**src/design/edsamp_pkg.sv**
```systemverilog
// shared constants, codes and types of the empirical distribution sampler
`timescale 1ns / 1ps

package edsamp_pkg;

    localparam int TABLE_DEPTH = 1024;
    localparam int IDX_W       = $clog2(TABLE_DEPTH);
    localparam int CNT_W       = IDX_W + 1;
    localparam int CHOSEN_W    = 10;

    localparam int WORD_W      = 31;
    localparam int VALUE_W     = 32;
    localparam int LCG_MUL_W   = 15;
    localparam int PROD_W      = LCG_MUL_W + WORD_W;

    localparam logic [LCG_MUL_W-1:0] LCG_MUL = LCG_MUL_W'(16807);
    localparam logic [WORD_W-1:0]    LCG_MOD = WORD_W'(2147483647);

    typedef enum logic [1:0] {
        OP_CLEAR  = 2'd0,
        OP_APPEND = 2'd1,
        OP_SEED   = 2'd2,
        OP_DRAW   = 2'd3
    } op_t;

    typedef enum logic [1:0] {
        STAT_OK       = 2'd0,
        STAT_NO_MATCH = 2'd1,
        STAT_FULL     = 2'd2,
        STAT_SUM_OVER = 2'd3
    } status_t;

    typedef enum logic [2:0] {
        S_IDLE,
        S_EXEC,
        S_LCG,
        S_SEARCH,
        S_FINISH
    } fsm_t;

endpackage

```
**src/design/edsamp_lcg.sv**
```systemverilog
// minimal standard generator step: multiply, then fold modulo 2^31-1
`timescale 1ns / 1ps

module edsamp_lcg
    import edsamp_pkg::*;
(
    input  logic              clk,
    input  logic              rst_n,
    input  logic              start,
    input  logic [WORD_W-1:0] x_in,
    output logic              done,
    output logic [WORD_W-1:0] result
);

    logic                busy_reg;
    logic                done_reg;
    logic [PROD_W-1:0]   prod_reg;
    logic [WORD_W-1:0]   result_reg;
    logic [WORD_W:0]     fold;
    logic [WORD_W-1:0]   reduced;
    logic [WORD_W-1:0]   result_next;

    // 2^31 = 1 mod (2^31-1): add the high part to the low part
    assign fold = {1'b0, prod_reg[WORD_W-1:0]}
                + (WORD_W+1)'(prod_reg[PROD_W-1:WORD_W]);

    always_comb
    begin
        if (fold >= {1'b0, LCG_MOD})
        begin
            reduced = WORD_W'(fold - {1'b0, LCG_MOD});
        end
        else
        begin
            reduced = fold[WORD_W-1:0];
        end
        // a zero state would stick, restart at one
        result_next = (reduced == '0) ? WORD_W'(1) : reduced;
    end

    always_ff @(posedge clk or negedge rst_n)
    begin
        if (!rst_n)
        begin
            busy_reg   <= 1'b0;
            done_reg   <= 1'b0;
            prod_reg   <= '0;
            result_reg <= '0;
        end
        else
        begin
            busy_reg <= start;
            done_reg <= busy_reg;
            if (start)
            begin
                prod_reg <= PROD_W'(LCG_MUL) * PROD_W'(x_in);
            end
            if (busy_reg)
            begin
                result_reg <= result_next;
            end
        end
    end

    assign done   = done_reg;
    assign result = result_reg;

endmodule

```
**config.mk**
```make
export PLATFORM = sky130hd
export DESIGN_NAME = edsamp_lcg
export DESIGN_NICKNAME = d
export VERILOG_FILES = /design/src/design/edsamp_pkg.sv /design/src/design/edsamp_lcg.sv
export SDC_FILE = /design/constraint.sdc
export NUM_CORES = 1
export LEC_CHECK = 0
export BUFFER_PORTS_ARGS = -buffer_cell sky130_fd_sc_hd__buf_4
export CAP_MARGIN = 15
export CORE_ASPECT_RATIO = 1.75
export CORE_UTILIZATION = 45
export CTS_BUF_LIST = sky130_fd_sc_hd__clkbuf_4 sky130_fd_sc_hd__clkbuf_8
export CTS_CLUSTER_SIZE = 30
export DETAILED_ROUTE_END_ITERATION = 12
export GPL_TIMING_DRIVEN = 0
export SLEW_MARGIN = 40
export SYNTH_ARGS = -nofsm -noshare
export SYNTH_HDL_FRONTEND = slang
export SYNTH_SLANG_ARGS = --single-unit
```
**constraint.sdc**
```tcl
create_clock -name clk -period 4.65 [get_ports clk]
set_clock_uncertainty 0.15 [all_clocks]
set_input_delay 0.465 -clock clk [delete_from_list [all_inputs] [get_ports clk]]
set_output_delay 0.465 -clock clk [all_outputs]
set_load 0.03 [all_outputs]
```
# Word level (Yosys, flattened, before mapping)
# Cells that the tools add are included.
word_totals:
  regBits: 79
  in_bits: 34
  out_inout_bits: 32
classes:
  add_sub_neg: 2
  multipliers: 1
  order_cmp: 1
  muxes: 2
  n_reduce_logical: 1
op_table:
  columns: ["cell", "n"]
  rows:
  - ["31-bit two-way mux", 2]
  - ["15-bit by 31-bit multiplier with 46-bit output (first input constant)", 1]
  - ["31-bit by 15-bit adder with 32-bit output", 1]
  - ["32-bit by 31-bit greater-or-equal comparator with 1-bit output (second input constant)", 1]
  - ["31-bit logical NOT", 1]
  - ["31-bit subtractor (second input constant)", 1]

# Depth between registers and ports, before layout
logic_depth:
  ltp_word: 5
  ltp_mapped: 26
  ltp_nobuf: 26

# Worst setup path after synthesis
# Ideal clock, no wire load.
synth_path:
  path_kind: "in2reg"
  startpoint: "in x_in[22]"
  endpoint: "reg prod_reg[43]"
  setup_ps: 125
  t_arrival_ps: 5964
  required_ps: 4375
  setup_slack_ps: -1588
  cell_stages: 26
  n_path_buf: 0
  path_cell_list: "inv_1 fa_1 inv_1 ha_1 inv_1 fa_1 inv_1 fa_1 fa_1 inv_1 fa_1 inv_1 ha_1 a21o_1 a21o_1 a21oi_1 o21ai_0 a31o_2 a221oi_1 o21ai_0 nand2_1 a31oi_1 nor4_1 o21bai_1 xnor2_1 mux2_2"
synth_via:
  elab_chain_len: 1
synth_lines:
  columns: ["item", "line", "rtl"]
  rows:
  - ["start, declared", "edsamp_lcg.sv:10", "input logic [WORD_W-1:0] x_in,"]
  - ["15-bit by 31-bit multiplier with 46-bit output", "edsamp_lcg.sv:56", "prod_reg <= PROD_W'(LCG_MUL) * PROD_W'(x_in);"]
  - ["end signal, assigned", "edsamp_lcg.sv:56", null]
  - ["end, declared", "edsamp_lcg.sv:17", "logic [PROD_W-1:0] prod_reg;"]
# Every way passes these cells.
# A chain may end at the register's enable or synchronous reset.

# Worst setup path after layout
layout_path:
  startpoint: "in x_in[24]"
  endpoint: "reg prod_reg[43]"
# The elaborated chain is that of the path after synthesis.

==> flow_summary.toml <==
[clock_tree]
cts_num_sinks = 79
cts_tree = "built"
root_buffer = "clkbuf_8"
cts.clk_slew.worst_paths_ns = 0.08
insertion_delay_ns = 0.40
clk_path_buf_depth = 2
htreeDepth = 3
cts-buffers-inserted = 9

[yosys]
netlist_area_um2 = 12500
synth-edff-count = 0
yosys_warnings = 0
synth-async-reset-ratio = 1.00
syn_avg_cell_area_um2 = 9.17
synth_cell_type_count = 69
syn_inst = 1362
synth_ff_type = "dfrtp_1"
yosysTopAreaCell = "fa_1"
ys_seq_elements = 79
yosysTopAreaCellShare = 0.215
synth-seq-area-share = 0.158
yosys-top-cells-area = "fa_1 (21%), ha_1 (20%), dfrtp_1 (16%)"
syn_nets = 1733

[place]
place_hpwl_um = 27200
place.gp.congestion = 0.897
portBuffers = 65
dp_slack_ns = -2.04

[global_route]
grt_overflow = 0
grt_pass1_vias = 10900
antenna_found_initial = 1
grt_max_degree = 80
grt_usage = 0.249
grt_pass1_wl_um = 54500

[floorplan]
fp.dieW_um = 128
num_rows = 80
initial_core_util = 0.459
core_area_um2 = 27200
die_area_um2 = 28500
ios = 66
dieHeight_um = 222

[routing]
via_per_inst = 5.27
vias = 10000
wl_per_cell_um = 17.4
drt-pass1-iter-count = 4
wl_um = 33100
drc_errors = 0
ant_nets = 0
initialDrtViolationCount = 275

[layout]
syn_to_final_growth_pct = 27.4
largest_reg_flops = 46
nets = 1896
layout_common_cells = "inv_1 (273), ha_1 (168), fa_1 (128), buf_4 (116), dfrtp_1 (77)"
layout_commonest_cell = "inv_1"
drive_above_1_share = 0.289

[worst_setup_path]
endpoint_kind = "flip-flop"
arrival_ns = 6.05
r2r_cells = 16
worstSetupPathType = "in -> reg"
cp.required_ns = 4.79
cp_max_fo = 3
startpoint_type = "input pin"

[timing]
finalSetupViolations = 34
relSlewSlack = 0.456
final-hold-violation-count = 0
final-max-slew-violation-count = 0
worst_pin_slew_ns = 0.814
fin_ws_ns = -1.25
rsz0062_at_grt = "true"
period_needed_ns = 5.90
period_share = 1.27
finalSetupTns_ns = -26.76
fmax_mhz = 169

[job]
maxCapViolations = 0

[status]
failed_checks = "setup timing"
status = "complete, but fails checks"

[hold_path]
hold_class = "in -> reg"
whs_path_depth = 1
-- synthesized netlist by cell type (all sizes together) (13+ instances only) --
cell type and n:
inv 320, xor2 24, o21ai 55, a21o 27
nor3 20, ha 203, o31ai 13, nand3 29
fa 134, nand2 51, o21bai 14, a21oi 74
nor2 69, clkbuf 17, xnor2 52, dfrtp 79
mux2 42
-- final cells by class --
| type | count | area (µm²) |
|---|---|---|
| diodes | 1 | 2.50 |
| plain buffers | 19 | 80.1 |
| clock buffers | 11 | 145 |
| clock inverters | 5 | 57.6 |
| fillers | 2485 | 11300 |
| inverters | 320 | 1250 |
| multi-input cells | 942 | 10600 |
| flip-flops and latches | 79 | 1980 |
| well taps | 369 | 462 |
| repair buffers | 154 | 1370 |
-- metrics by stage --
step                 util  instances  area (µm²)  hold slack, ns
global placement    0.510       1796       13900           0.207
floorplan               -       1362       12900          0.0194
CTS                 0.564       1868       15400          0.0233
global route        0.584       1900       15900          0.0267
detailed placement  0.510       1796       13900           0.216
finish              0.584       1900       15900          0.0298
-- critical path, stage by stage --
cell and delay, ns:
buf_12 0.08, clkinvlp_4 0.12, fa_1 0.56, inv_1 0.04
ha_1 0.26, inv_1 0.04, fa_1 0.47, inv_1 0.05
fa_1 0.47, fa_1 0.50, inv_1 0.05, fa_1 0.51
inv_2 0.05, ha_4 0.21, a21o_1 0.15, a21o_1 0.16
a21oi_2 0.16, o21ai_1 0.09, a31o_2 0.26, a221oi_2 0.24
o21ai_2 0.11, nand2_2 0.11, a31oi_4 0.10, nor4_2 0.20
o21bai_2 0.15, xnor2_2 0.17, mux2_4 0.26
-- layer usage --
layer,global-route usage,part of all wire
met5,0,0
met1,0.245,0.35
met4,0.145,0.057
met3,0.0205,0.017
met2,0.493,0.58
-- what timing repair did --
action	4_1_cts	5_1_grt
setup buffers	59	35
gates resized for setup	180	70
setup endpoints to repair	45	34
hold buffers	1	0
hold endpoints to repair	79	0
pin swaps	100	61
-- final timing paths --
path | endpoint | start | slack, ns
min in group asynchronous | result[10] | rst_n | 0.52
max in group asynchronous | prod_reg[31] | rst_n | 3.30
max reg2reg | result[0] | prod_reg[31] | -0.29
min reg2reg | done | busy_reg | 0.23
max | prod_reg[43] | x_in[24] | -1.25
min | busy_reg | start | 0.03
-- cells by family after synthesis --
family                   synth area share
XOR/XNOR                           0.0539
AO/OA/AOI/OAI                       0.128
adder cells (fa/ha/maj)             0.418
multiplexers                       0.0403
AND/OR/NAND/NOR                    0.0983
flip-flops                          0.158
buffers and inverters               0.103
Power is left out: the tool's default activity adds up to more than one toggle a clock period on the data nets, which glitch-free logic cannot reach.
